File: config.mk
export PLATFORM = sky130hd
export DESIGN_NAME = sha256_stream_hasher_flat
export DESIGN_NICKNAME = d
export VERILOG_FILES = /design/src/rtl/sha256_pkg.sv /design/src/rtl/sha256_in_if.sv /design/src/rtl/sha256_out_if.sv /design/src/rtl/sha256_stream_hasher.sv /design/src/rtl/sha256_ctrl.sv /design/src/rtl/sha256_dp.sv /design/src/rtl/sha256_outbuf.sv /design/src/flat_wrapper.sv
export SDC_FILE = /design/constraint.sdc
export NUM_CORES = 2
export LEC_CHECK = 0
export BUFFER_PORTS_ARGS = -buffer_cell sky130_fd_sc_hd__buf_4
export CORE_ASPECT_RATIO = 1.5
export CORE_MARGIN = 2
export CORE_UTILIZATION = 50
export CTS_CLUSTER_SIZE = 12
export DETAILED_ROUTE_END_ITERATION = 6
export GPL_ROUTABILITY_DRIVEN = 0
export PLACE_DENSITY = 0.61
export SYNTH_ARGS = -nofsm -noshare
export SYNTH_HDL_FRONTEND = slang
export SYNTH_SLANG_ARGS = --single-unit
File: constraint.sdc
create_clock -name clk_i -period 16.2 [get_ports clk_i]
set_input_delay 4.05 -clock clk_i [delete_from_list [all_inputs] [get_ports clk_i]]
set_output_delay 4.05 -clock clk_i [all_outputs]
set_load 0.05 [all_outputs]
File: src/rtl/sha256_pkg.sv
`timescale 1ns / 1ps
// SHA-256 stream hasher: shared types, round constants and initial hash.
// No dependencies; imported by every module of the block.
package sha256_pkg;

  typedef logic [7:0][31:0] digest_t;

  typedef enum logic [1:0] {
    SRC_IN    = 2'd0,
    SRC_PAD80 = 2'd1,
    SRC_ZERO  = 2'd2,
    SRC_LEN   = 2'd3
  } byte_src_e;

  typedef struct packed {
    logic      shift;
    byte_src_e src;
    logic [2:0] len_sel;
    logic      count_byte;
    logic      load_work;
    logic      round;
    logic [5:0] rnd_idx;
    logic      hash_upd;
    logic      digest;
  } sha_cmd_t;

  localparam logic [7:0] PAD_BYTE = 8'h80;

  // word 0 sits at index 0
  localparam digest_t HASH_IV = {
    32'h5be0cd19, 32'h1f83d9ab, 32'h9b05688c, 32'h510e527f,
    32'ha54ff53a, 32'h3c6ef372, 32'hbb67ae85, 32'h6a09e667
  };

  localparam logic [31:0] ROUND_K [64] = '{
    32'h428a2f98, 32'h71374491, 32'hb5c0fbcf, 32'he9b5dba5,
    32'h3956c25b, 32'h59f111f1, 32'h923f82a4, 32'hab1c5ed5,
    32'hd807aa98, 32'h12835b01, 32'h243185be, 32'h550c7dc3,
    32'h72be5d74, 32'h80deb1fe, 32'h9bdc06a7, 32'hc19bf174,
    32'he49b69c1, 32'hefbe4786, 32'h0fc19dc6, 32'h240ca1cc,
    32'h2de92c6f, 32'h4a7484aa, 32'h5cb0a9dc, 32'h76f988da,
    32'h983e5152, 32'ha831c66d, 32'hb00327c8, 32'hbf597fc7,
    32'hc6e00bf3, 32'hd5a79147, 32'h06ca6351, 32'h14292967,
    32'h27b70a85, 32'h2e1b2138, 32'h4d2c6dfc, 32'h53380d13,
    32'h650a7354, 32'h766a0abb, 32'h81c2c92e, 32'h92722c85,
    32'ha2bfe8a1, 32'ha81a664b, 32'hc24b8b70, 32'hc76c51a3,
    32'hd192e819, 32'hd6990624, 32'hf40e3585, 32'h106aa070,
    32'h19a4c116, 32'h1e376c08, 32'h2748774c, 32'h34b0bcb5,
    32'h391c0cb3, 32'h4ed8aa4a, 32'h5b9cca4f, 32'h682e6ff3,
    32'h748f82ee, 32'h78a5636f, 32'h84c87814, 32'h8cc70208,
    32'h90befffa, 32'ha4506ceb, 32'hbef9a3f7, 32'hc67178f2
  };

endpackage

File: src/rtl/sha256_in_if.sv
`timescale 1ns / 1ps
// Input channel of the SHA-256 hasher: one message byte per transfer.
// No dependencies.
interface sha256_in_if;
  logic       valid;
  logic       ready;
  logic [7:0] data_byte;
  logic       byte_present;
  logic       message_end;

  modport source (output valid, data_byte, byte_present, message_end, input ready);
  modport sink   (input valid, data_byte, byte_present, message_end, output ready);
endinterface

File: src/rtl/sha256_out_if.sv
`timescale 1ns / 1ps
// Output channel of the SHA-256 hasher: one digest word per transfer.
// No dependencies.
interface sha256_out_if;
  logic        valid;
  logic        ready;
  logic [31:0] digest_word;
  logic [2:0]  word_index;
  logic        last_word;

  modport source (output valid, digest_word, word_index, last_word, input ready);
  modport sink   (input valid, digest_word, word_index, last_word, output ready);
endinterface

File: src/rtl/sha256_stream_hasher.sv
`timescale 1ns / 1ps
// SHA-256 stream hasher top level: controller, datapath and digest buffer.
// Depends on sha256_pkg, sha256_in_if, sha256_out_if and all sha256_* modules.
//
//   channel  dir  payload                                 transfer
//   in_i     in   data_byte, byte_present, message_end    valid & ready
//   out_o    out  digest_word, word_index, last_word      valid & ready
//
// A byte that does not fill the block is shifted in as it is accepted; the 64th byte
// is followed by the 64 rounds and the hash update, during which no input is taken,
// as the single round unit and the byte-wide block loader work on one block store.
// Message end: padding is shifted in a byte a cycle up to the block end, then
// 64 rounds (twice when the length spills into a second block), then the digest load.
// Reset loads the initial hash at once; the block store needs no clearing.
// The eight digest words wait in their own buffer; the next message is taken
// meanwhile and stalls only if its digest is due before the buffer has drained.
module sha256_stream_hasher import sha256_pkg::*; (
  input logic clk_i,
  input logic rst_ni,
  sha256_in_if.sink    in_i,
  sha256_out_if.source out_o
);

  sha_cmd_t cmd;
  digest_t  digest;
  logic     out_busy;

  sha256_ctrl u_ctrl (
    .clk_i        (clk_i),
    .rst_ni       (rst_ni),
    .in_valid_i   (in_i.valid),
    .in_present_i (in_i.byte_present),
    .in_end_i     (in_i.message_end),
    .in_ready_o   (in_i.ready),
    .out_busy_i   (out_busy),
    .cmd_o        (cmd)
  );

  sha256_dp u_dp (
    .clk_i       (clk_i),
    .rst_ni      (rst_ni),
    .cmd_i       (cmd),
    .data_byte_i (in_i.data_byte),
    .digest_o    (digest)
  );

  sha256_outbuf u_outbuf (
    .clk_i    (clk_i),
    .rst_ni   (rst_ni),
    .load_i   (cmd.digest),
    .digest_i (digest),
    .busy_o   (out_busy),
    .out_o    (out_o)
  );

  a_digest_into_free_buf: assert property (@(posedge clk_i) disable iff (!rst_ni)
    cmd.digest |-> !out_busy)
    else $error("digest loaded while buffer busy");

  a_digest_shows_next: assert property (@(posedge clk_i) disable iff (!rst_ni)
    cmd.digest |=> (out_o.valid && out_o.word_index == 3'd0))
    else $error("digest load not followed by word 0");

  a_last_word_drains: assert property (@(posedge clk_i) disable iff (!rst_ni)
    (out_o.valid && out_o.ready && out_o.last_word) |=> !out_o.valid)
    else $error("buffer still valid after last word");

  a_no_input_during_rounds: assert property (@(posedge clk_i) disable iff (!rst_ni)
    cmd.round |-> (!in_i.ready && !cmd.shift))
    else $error("input or load during compression");

endmodule

File: src/rtl/sha256_ctrl.sv
`timescale 1ns / 1ps
// SHA-256 controller: byte position, padding sequence and round counter.
// Depends on sha256_pkg; drives the datapath through sha_cmd_t.
module sha256_ctrl import sha256_pkg::*; (
  input  logic     clk_i,
  input  logic     rst_ni,
  input  logic     in_valid_i,
  input  logic     in_present_i,
  input  logic     in_end_i,
  output logic     in_ready_o,
  input  logic     out_busy_i,
  output sha_cmd_t cmd_o
);

  typedef enum logic [4:0] {
    ST_IDLE   = 5'b00001,
    ST_PAD    = 5'b00010,
    ST_ROUND  = 5'b00100,
    ST_UPDATE = 5'b01000,
    ST_DIGEST = 5'b10000
  } state_e;

  state_e     state_q, state_d;
  logic [5:0] pos_q, pos_d;
  logic [5:0] rnd_q, rnd_d;
  logic       closing_q, closing_d;
  logic       p80_q, p80_d;
  logic       lenph_q, lenph_d;
  logic       accept;

  assign in_ready_o = (state_q == ST_IDLE);
  assign accept     = in_valid_i && in_ready_o;

  always_comb begin
    state_d   = state_q;
    pos_d     = pos_q;
    rnd_d     = rnd_q;
    closing_d = closing_q;
    p80_d     = p80_q;
    lenph_d   = lenph_q;
    cmd_o     = '0;
    cmd_o.src     = SRC_IN;
    cmd_o.len_sel = pos_q[2:0];
    cmd_o.rnd_idx = rnd_q;
    unique case (state_q)
      ST_IDLE: begin
        if (accept) begin
          cmd_o.shift      = in_present_i;
          cmd_o.count_byte = in_present_i;
          pos_d = pos_q + {5'd0, in_present_i};
          if (in_present_i && pos_q == 6'd63) begin
            cmd_o.load_work = 1'b1;
            closing_d = in_end_i;
            rnd_d     = '0;
            state_d   = ST_ROUND;
          end else if (in_end_i) begin
            closing_d = 1'b1;
            state_d   = ST_PAD;
          end
        end
      end
      ST_PAD: begin
        cmd_o.shift = 1'b1;
        if (!p80_q) begin
          cmd_o.src = SRC_PAD80;
          p80_d   = 1'b1;
          lenph_d = (pos_q < 6'd56);
        end else if (lenph_q && pos_q[5:3] == 3'b111) begin
          cmd_o.src = SRC_LEN;
        end else begin
          cmd_o.src = SRC_ZERO;
        end
        pos_d = pos_q + 6'd1;
        if (pos_q == 6'd63) begin
          cmd_o.load_work = 1'b1;
          rnd_d   = '0;
          state_d = ST_ROUND;
        end
      end
      ST_ROUND: begin
        cmd_o.round = 1'b1;
        rnd_d = rnd_q + 6'd1;
        if (rnd_q == 6'd63) begin
          state_d = (closing_q && lenph_q) ? ST_DIGEST : ST_UPDATE;
        end
      end
      ST_UPDATE: begin
        cmd_o.hash_upd = 1'b1;
        if (closing_q) begin
          if (p80_q) begin
            lenph_d = 1'b1;
          end
          state_d = ST_PAD;
        end else begin
          state_d = ST_IDLE;
        end
      end
      ST_DIGEST: begin
        if (!out_busy_i) begin
          cmd_o.digest = 1'b1;
          closing_d = 1'b0;
          p80_d     = 1'b0;
          lenph_d   = 1'b0;
          state_d   = ST_IDLE;
        end
      end
      default: begin
        state_d = ST_IDLE;
      end
    endcase
  end

  always_ff @(posedge clk_i or negedge rst_ni) begin
    if (!rst_ni) begin
      state_q   <= ST_IDLE;
      pos_q     <= '0;
      rnd_q     <= '0;
      closing_q <= 1'b0;
      p80_q     <= 1'b0;
      lenph_q   <= 1'b0;
    end else begin
      state_q   <= state_d;
      pos_q     <= pos_d;
      rnd_q     <= rnd_d;
      closing_q <= closing_d;
      p80_q     <= p80_d;
      lenph_q   <= lenph_d;
    end
  end

endmodule

File: src/rtl/sha256_dp.sv
`timescale 1ns / 1ps
// SHA-256 datapath: block shift register with message schedule, one round
// per cycle, hash state and bit length. Depends on sha256_pkg.
module sha256_dp import sha256_pkg::*; (
  input  logic       clk_i,
  input  logic       rst_ni,
  input  sha_cmd_t   cmd_i,
  input  logic [7:0] data_byte_i,
  output digest_t    digest_o
);

  function automatic logic [31:0] rotr(input logic [31:0] x, input int unsigned s);
    rotr = (x >> s) | (x << (32 - s));
  endfunction

  logic [511:0] blk_q, blk_d;
  digest_t      wv_q, wv_d;
  digest_t      hash_q, hash_d;
  logic [63:0]  bit_cnt_q, bit_cnt_d;
  logic [7:0]   byte_in;
  logic [31:0]  w0, w1, w9, w14, s0, s1, new_w;
  logic [31:0]  big0, big1, ch, maj, t1, t2;

  // word 0 of the window is the top of blk_q
  assign w0  = blk_q[511:480];
  assign w1  = blk_q[479:448];
  assign w9  = blk_q[223:192];
  assign w14 = blk_q[63:32];

  assign s0    = rotr(w1, 7) ^ rotr(w1, 18) ^ (w1 >> 3);
  assign s1    = rotr(w14, 17) ^ rotr(w14, 19) ^ (w14 >> 10);
  assign new_w = w0 + s0 + w9 + s1;

  assign big1 = rotr(wv_q[4], 6) ^ rotr(wv_q[4], 11) ^ rotr(wv_q[4], 25);
  assign ch   = (wv_q[4] & wv_q[5]) ^ (~wv_q[4] & wv_q[6]);
  assign t1   = wv_q[7] + big1 + ch + ROUND_K[cmd_i.rnd_idx] + w0;
  assign big0 = rotr(wv_q[0], 2) ^ rotr(wv_q[0], 13) ^ rotr(wv_q[0], 22);
  assign maj  = (wv_q[0] & wv_q[1]) ^ (wv_q[0] & wv_q[2]) ^ (wv_q[1] & wv_q[2]);
  assign t2   = big0 + maj;

  always_comb begin
    for (int i = 0; i < 8; i++) begin
      digest_o[i] = hash_q[i] + wv_q[i];
    end
  end

  always_comb begin
    unique case (cmd_i.src)
      SRC_IN:    byte_in = data_byte_i;
      SRC_PAD80: byte_in = PAD_BYTE;
      SRC_ZERO:  byte_in = 8'h00;
      SRC_LEN:   byte_in = bit_cnt_q[{~cmd_i.len_sel, 3'b000} +: 8];
      default:   byte_in = 8'h00;
    endcase
  end

  always_comb begin
    blk_d = blk_q;
    wv_d  = wv_q;
    if (cmd_i.shift) begin
      blk_d = {blk_q[503:0], byte_in};
    end else if (cmd_i.round) begin
      blk_d = {blk_q[479:0], new_w};
    end
    if (cmd_i.load_work) begin
      wv_d = hash_q;
    end else if (cmd_i.round) begin
      wv_d[7] = wv_q[6];
      wv_d[6] = wv_q[5];
      wv_d[5] = wv_q[4];
      wv_d[4] = wv_q[3] + t1;
      wv_d[3] = wv_q[2];
      wv_d[2] = wv_q[1];
      wv_d[1] = wv_q[0];
      wv_d[0] = t1 + t2;
    end
  end

  always_comb begin
    hash_d    = hash_q;
    bit_cnt_d = bit_cnt_q;
    if (cmd_i.count_byte) begin
      bit_cnt_d = bit_cnt_q + 64'd8;
    end
    if (cmd_i.hash_upd) begin
      hash_d = digest_o;
    end
    if (cmd_i.digest) begin
      hash_d    = HASH_IV;
      bit_cnt_d = '0;
    end
  end

  always_ff @(posedge clk_i) begin
    blk_q <= blk_d;
    wv_q  <= wv_d;
  end

  always_ff @(posedge clk_i or negedge rst_ni) begin
    if (!rst_ni) begin
      hash_q    <= HASH_IV;
      bit_cnt_q <= '0;
    end else begin
      hash_q    <= hash_d;
      bit_cnt_q <= bit_cnt_d;
    end
  end

endmodule

File: src/rtl/sha256_outbuf.sv
`timescale 1ns / 1ps
// SHA-256 digest buffer: holds the eight words and sends them one per transfer.
// Depends on sha256_pkg and sha256_out_if.
module sha256_outbuf import sha256_pkg::*; (
  input  logic    clk_i,
  input  logic    rst_ni,
  input  logic    load_i,
  input  digest_t digest_i,
  output logic    busy_o,
  sha256_out_if.source out_o
);

  digest_t    dig_q, dig_d;
  logic [2:0] idx_q, idx_d;
  logic       valid_q, valid_d;
  logic       xfer;

  assign xfer              = valid_q && out_o.ready;
  assign busy_o            = valid_q;
  assign out_o.valid       = valid_q;
  assign out_o.digest_word = dig_q[0];
  assign out_o.word_index  = idx_q;
  assign out_o.last_word   = (idx_q == 3'd7);

  always_comb begin
    dig_d   = dig_q;
    idx_d   = idx_q;
    valid_d = valid_q;
    if (load_i) begin
      dig_d   = digest_i;
      idx_d   = '0;
      valid_d = 1'b1;
    end else if (xfer) begin
      for (int i = 0; i < 7; i++) begin
        dig_d[i] = dig_q[i + 1];
      end
      idx_d = idx_q + 3'd1;
      if (idx_q == 3'd7) begin
        valid_d = 1'b0;
      end
    end
  end

  always_ff @(posedge clk_i) begin
    dig_q <= dig_d;
  end

  always_ff @(posedge clk_i or negedge rst_ni) begin
    if (!rst_ni) begin
      idx_q   <= '0;
      valid_q <= 1'b0;
    end else begin
      idx_q   <= idx_d;
      valid_q <= valid_d;
    end
  end

endmodule
File: src/flat_wrapper.sv
// flat-port wrapper written by rule: the top's interface ports become plain ports
module sha256_stream_hasher_flat import sha256_pkg::*;
  (clk_i, rst_ni, in_i_valid, in_i_data_byte, in_i_byte_present, in_i_message_end, in_i_ready, out_o_valid, out_o_digest_word, out_o_word_index, out_o_last_word, out_o_ready);
  sha256_in_if in_i_i ();
  sha256_out_if out_o_i ();
  input logic clk_i;
  input logic rst_ni;
  input wire logic [$bits(in_i_i.valid)-1:0] in_i_valid;
  input wire logic [$bits(in_i_i.data_byte)-1:0] in_i_data_byte;
  input wire logic [$bits(in_i_i.byte_present)-1:0] in_i_byte_present;
  input wire logic [$bits(in_i_i.message_end)-1:0] in_i_message_end;
  output wire logic [$bits(in_i_i.ready)-1:0] in_i_ready;
  output wire logic [$bits(out_o_i.valid)-1:0] out_o_valid;
  output wire logic [$bits(out_o_i.digest_word)-1:0] out_o_digest_word;
  output wire logic [$bits(out_o_i.word_index)-1:0] out_o_word_index;
  output wire logic [$bits(out_o_i.last_word)-1:0] out_o_last_word;
  input wire logic [$bits(out_o_i.ready)-1:0] out_o_ready;
  assign in_i_i.valid = in_i_valid;
  assign in_i_i.data_byte = in_i_data_byte;
  assign in_i_i.byte_present = in_i_byte_present;
  assign in_i_i.message_end = in_i_message_end;
  assign in_i_ready = in_i_i.ready;
  assign out_o_valid = out_o_i.valid;
  assign out_o_digest_word = out_o_i.digest_word;
  assign out_o_word_index = out_o_i.word_index;
  assign out_o_last_word = out_o_i.last_word;
  assign out_o_i.ready = out_o_ready;
  sha256_stream_hasher u_core (.clk_i(clk_i), .rst_ni(rst_ni), .in_i(in_i_i), .out_o(out_o_i));
endmodule
After elaboration in Yosys (flattened, before gate mapping)
Memories as Yosys holds them, arrays and structs flattened. Index checks and enable logic that the tools add are counted.

Flip-flop bits (word level): 1368. Memory bits (read-only): 2048. Output and inout bits: 38. Memories: 1.

Add/sub/neg operators: 23. Order comparisons: 2. Equality and inequality tests: 21. Shift-type cells: 1. Muxes and demuxes: 57. Bitwise logic cells: 29. Reduce and logical (&&, ||, !) cells: 24.

Memories: (name not given) (words 64, width 32, read ports 1, clocked after memory_dff 0, write ports 0, RTL line sha256_dp.sv:36) `assign t1 = wv_q[7] + big1 + ch + ROUND_K[cmd_i.rnd_idx] + w0;`.

Operators with widths (count): 256-bit 2-to-1 mux (4); 512-bit 2-to-1 mux (2); 32-bit adder (18); 224-bit 2-to-1 mux (2); 32-bit bitwise XOR (9); 32-bit AND (5); 64-bit 2-to-1 mux (2); 64-bit by 4-bit adder with 64-bit output, second input constant (1); 32-bit 2-to-1 mux (2); 64-bit by 7-bit indexed part select with 8-bit output (1); 5-bit 2-to-1 mux (7); 32-bit NOT (1); 10-bit by 32-bit bitwise OR with 32-bit output (1); 13-bit by 32-bit bitwise OR with 32-bit output (1); 14-bit by 32-bit bitwise OR with 32-bit output (1); 15-bit by 32-bit bitwise OR with 32-bit output (1); 19-bit by 32-bit bitwise OR with 32-bit output (1); 21-bit by 32-bit bitwise OR with 32-bit output (1); 25-bit by 32-bit bitwise OR with 32-bit output (1); 26-bit by 32-bit bitwise OR with 32-bit output (1); 30-bit by 32-bit bitwise OR with 32-bit output (1); 7-bit by 32-bit bitwise OR with 32-bit output (1); 8-bit case mux with 4 select lines (1); 32-bit by 22-bit bitwise XOR with 32-bit output (1); 36 further kinds (91).

Depth between registers and ports, before layout
Depth in word-level cells: 10. Mapped depth: 40. Mapped depth without buffers: 39.

Cells and area by module
A second synthesis with hierarchy kept.

Cells, all modules: 7468. Area, all modules: 85971.2 um^2.

By module, submodules not included: sha256_dp (instances 1, cells an instance 6775, area each 73812.0 um^2); sha256_outbuf (instances 1, cells an instance 558, area each 10941.7 um^2); sha256_ctrl (instances 1, cells an instance 135, area each 1217.4 um^2).

Least setup slack after synthesis
OpenSTA, ideal clock, no wires.

Path kind: input to register. Start: in in_i_valid. End: reg u_core.u_dp.blk_q[0], enable pin. Setup time: 3.653 ns. Data arrival time: 13.257 ns. Required time: 12.547 ns. Setup slack: -0.710 ns. Stages: 6. Path through: nand3_4 -> and2_1 -> clkbuf_1 -> clkbuf_1 -> clkbuf_1 -> nand2_1.

Cells in the longest elaborated chain, start to end: 4.

Ends and longest elaborated chain: start, declared (RTL line flat_wrapper.sv:8) `input wire logic [$bits(in_i_i.valid)-1:0] in_i_valid;`; 1-bit logical AND (RTL line sha256_ctrl.sv:32) `assign accept = in_valid_i && in_ready_o;`; 1-bit 2-to-1 mux (RTL line sha256_ctrl.sv:47) `if (accept) begin`; 1-bit case mux with 2 select lines (RTL line sha256_ctrl.sv:45) `unique case (state_q)`; 2-bit nonzero test (no line); end signal, assigned (RTL line sha256_dp.sv:95) `blk_q <= blk_d;`; end, declared (RTL line sha256_dp.sv:16) `logic [511:0] blk_q, blk_d;`.

No other way between the ends. A chain may end at the register's enable or synchronous reset.

==> out/qor.yml <==
timing:
  rsz0062_at_grt: "no"
  tightest_slew_ns: 1.42
  setup_viol: 0
  relSlewSlack_pct: 5.54
  finalWorstPathRequiredPeriod_ns: 10.29
  max_freq_mhz: 97.2
  period_share_pct: 63.5
  clock_skew_ns: 0.0410
  hold_viol: 0
  drv_slew: 0
  setup_tns_ns: 0
floorplanning:
  io_pins: 52
  rows: 184
  die_h_um: 508
  die_x_um: 340
  start_util_pct: 50.4
  die_area_um2: 173000
  coreArea_um2: 168000
clock_network:
  htreeDepth: 4
  cts_buffers: 144
  cts_buffer_depth: 3
  clk_root_buffer_cell: "clkbuf_16"
  cts.clk_slew.worst_paths_ns: 0.07
  cts_resized: 0
  clock-sinks: 1365
  postCtsSetupBuffers: 0
  cts-hold-fix-buffers: 0
  clk_latency_ns: 0.83
  cts_tree: "built"
synthesis:
  yosys_warnings: 0
  synth_cell_type_count: 88
  ys_seq_area_share_pct: 46.6
  syn_inst: 8575
  async_flop_share_pct: 25.0
  syn_area_um2: 84600
  syn_nets: 9182
  ys.flop_type: "edfxtp_1"
  synth_edf_count: 1024
  synth_area_per_cell_um2: 9.87
  synth.ff_latch_count: 1365
drt:
  drt-vias-per-instance: 5.90
  routed-via-count: 63100
  drt_iter0_markers: 6127
  wl_um: 263000
  dr.pass1.iters: 7
  ant_nets: 0
  drc: 2
  wl_per_cell_um: 24.6
run_status:
  status: "complete, but fails checks"
  violations: "design-rule violations"
worst_setup_path:
  cpMaxStageDelayCell: "fa_1"
  start_kind: "flip-flop"
  crit_arrival_ns: 10.82
  endpoint_kind: "flip-flop"
  crit_path_frequent_cell: "o21ai_0"
  crit_required_ns: 16.74
  cp_max_fo: 27
  path_class: "reg2reg"
  slowest_delay_ns: 0.50
global_routing:
  grt_first_pass_wirelength_um: 394000
  overflow: 0
  antenna_found_initial: 6
  grt_pass1_vias: 63600
  grt_max_degree: 207
  grt_usage_pct: 30.3
final_layout:
  nets: 8959
  syn_to_final_growth_pct: 7.80
  drive_gt1_share_pct: 9.14
  post-route-util_pct: 54.3
place:
  io_buffers: 51
  hpwl_um: 185000
job:
  cap_violations: 0
min_path:
  hold_path_class: "reg2reg"
layout by cell type (no fill, tap or decap), types with 62 or more instances in the layout:
cell,count
nand3_1,137
ha_1,398
dfstp_2,137
buf_4,130
inv_1,374
xor2_1,266
nor3_1,62
nor2_1,326
edfxtp_1,1024
clkbuf_16,148
a21o_1,191
nand2_1,2101
fa_1,195
xnor2_1,391
dfrtp_1,201
a21oi_1,394
mux2_2,234
a31oi_1,65
a22o_1,65
o21ai_0,694
metal layers:
metal,part of all wire (%),GRT usage [%]
met5,0.016,0
met3,5.3,5.09
met1,36,32.8
met2,50,52.5
met4,9.3,24.2
cells in the mapped netlist, types with 36 or more instances:
cell	instances	area share, %
nand2b_1	59	0.44
nand2_1	2105	9.3
o22a_1	60	0.62
nand3_1	137	0.81
o21ai_0	694	4.1
xnor2_1	391	4.0
fa_1	195	4.6
edfxtp_1	1024	36
a31oi_1	65	0.48
and3_1	40	0.30
inv_1	374	1.7
dfrtp_1	204	6.0
nor2b_1	40	0.30
a211oi_1	37	0.33
a22o_1	65	0.67
ha_1	398	5.9
a21o_1	191	1.7
clkbuf_1	425	1.9
o21a_1	58	0.51
xor2_1	266	2.8
dfstp_2	137	4.3
nor3_1	62	0.37
nor2_1	327	1.5
o211ai_1	36	0.32
o21bai_1	36	0.32
a21oi_1	394	2.3
mux2_2	234	3.1
final timing paths:
kind,startpoint,end,slack [ns],cells past startpoint
setup / recovery,u_core.u_ctrl.rnd_q[1]$_DFFE_PN0P_,u_core.u_dp.wv_q[30]$_DFFE_PP_,5.91,36
hold / removal,u_core.u_ctrl.pos_q[5]$_DFFE_PN0P_,u_core.u_ctrl.pos_q[5]$_DFFE_PN0P_,0.48,1
setup reg to reg,u_core.u_ctrl.rnd_q[1]$_DFFE_PN0P_,u_core.u_dp.wv_q[30]$_DFFE_PP_,5.91,36
hold reg to reg,u_core.u_ctrl.pos_q[5]$_DFFE_PN0P_,u_core.u_ctrl.pos_q[5]$_DFFE_PN0P_,0.48,1
max in group asynchronous,rst_ni,u_core.u_dp.bit_cnt_q[54]$_DFFE_PN0N_,10.76,3
min in group asynchronous,rst_ni,u_core.u_dp.hash_q[8]$_DFFE_PN0P_,3.20,1
worst max-delay path: cells and delay by family, from the launching register on:
kind | cells | cell delay, ns
AOI/OAI and AO/OA | 18 | 3.76
xor gates and xnor gates | 2 | 0.41
DFF | 1 | 0.33
adders and majority gates | 8 | 3.44
buffers and inverters | 4 | 0.94
and+or+nand+nor | 4 | 1.09
area by class of cell:
| class | count | area [µm²] |
|---|---|---|
| inverter | 379 | 1430 |
| antenna | 2 | 5.00 |
| timing repair buffer | 137 | 1100 |
| tap | 2232 | 2790 |
| sequential | 1365 | 39500 |
| multi-input combinational | 6325 | 41800 |
| clock buffer | 220 | 4090 |
| fill | 14900 | 76600 |
| clock inverter | 40 | 554 |
cells by family (layout without fill, tap and decap cells):
logic type	Yosys count	after routing	synth area share (%)
and+or+nand+nor	2937	2937	14.4
muxes	286	286	4.00
adders and majority gates	614	614	10.7
AOI/OAI and AO/OA	1831	1831	13.3
buffers and inverters	885	776	4.09
other	0	2	0
DFF	1365	1365	46.6
xor gates and xnor gates	657	657	6.80
state kept, by name, indices dropped and copies added (netlist names):
name / flops
u_core.u_outbuf.out_o.word_index: 3
u_core.u_outbuf.out_o.digest_word: 32
u_core.u_ctrl.pos_q: 6
u_core.u_dp.blk_q: 512
u_core.u_outbuf.busy_o: 1
u_core.u_dp.bit_cnt_q: 61
u_core.u_dp.hash_q: 256
u_core.u_ctrl.state_q: 5
u_core.u_ctrl.closing_q: 1
u_core.u_ctrl.p80_q: 1
u_core.u_ctrl.rnd_q: 6
u_core.u_dp.wv_q: 256
u_core.u_ctrl.lenph_q: 1
u_core.u_outbuf.dig_q: 224
through the flow:
stage	std cells	area (µm²)	worst slack (ns)	hold WS [ns]
after floorplan	8575	84600	4.03	0.439
after global placement	10400	86500	6.30	0.458
after detailed placement	10400	86500	6.21	0.465
after CTS	10700	91200	6.21	0.480
after global routing	10700	91200	5.28	0.496
final	10700	91200	5.91	0.476
Power is left out: the tool's default activity adds up to more than one toggle a clock period on the data nets, which glitch-free logic cannot reach.
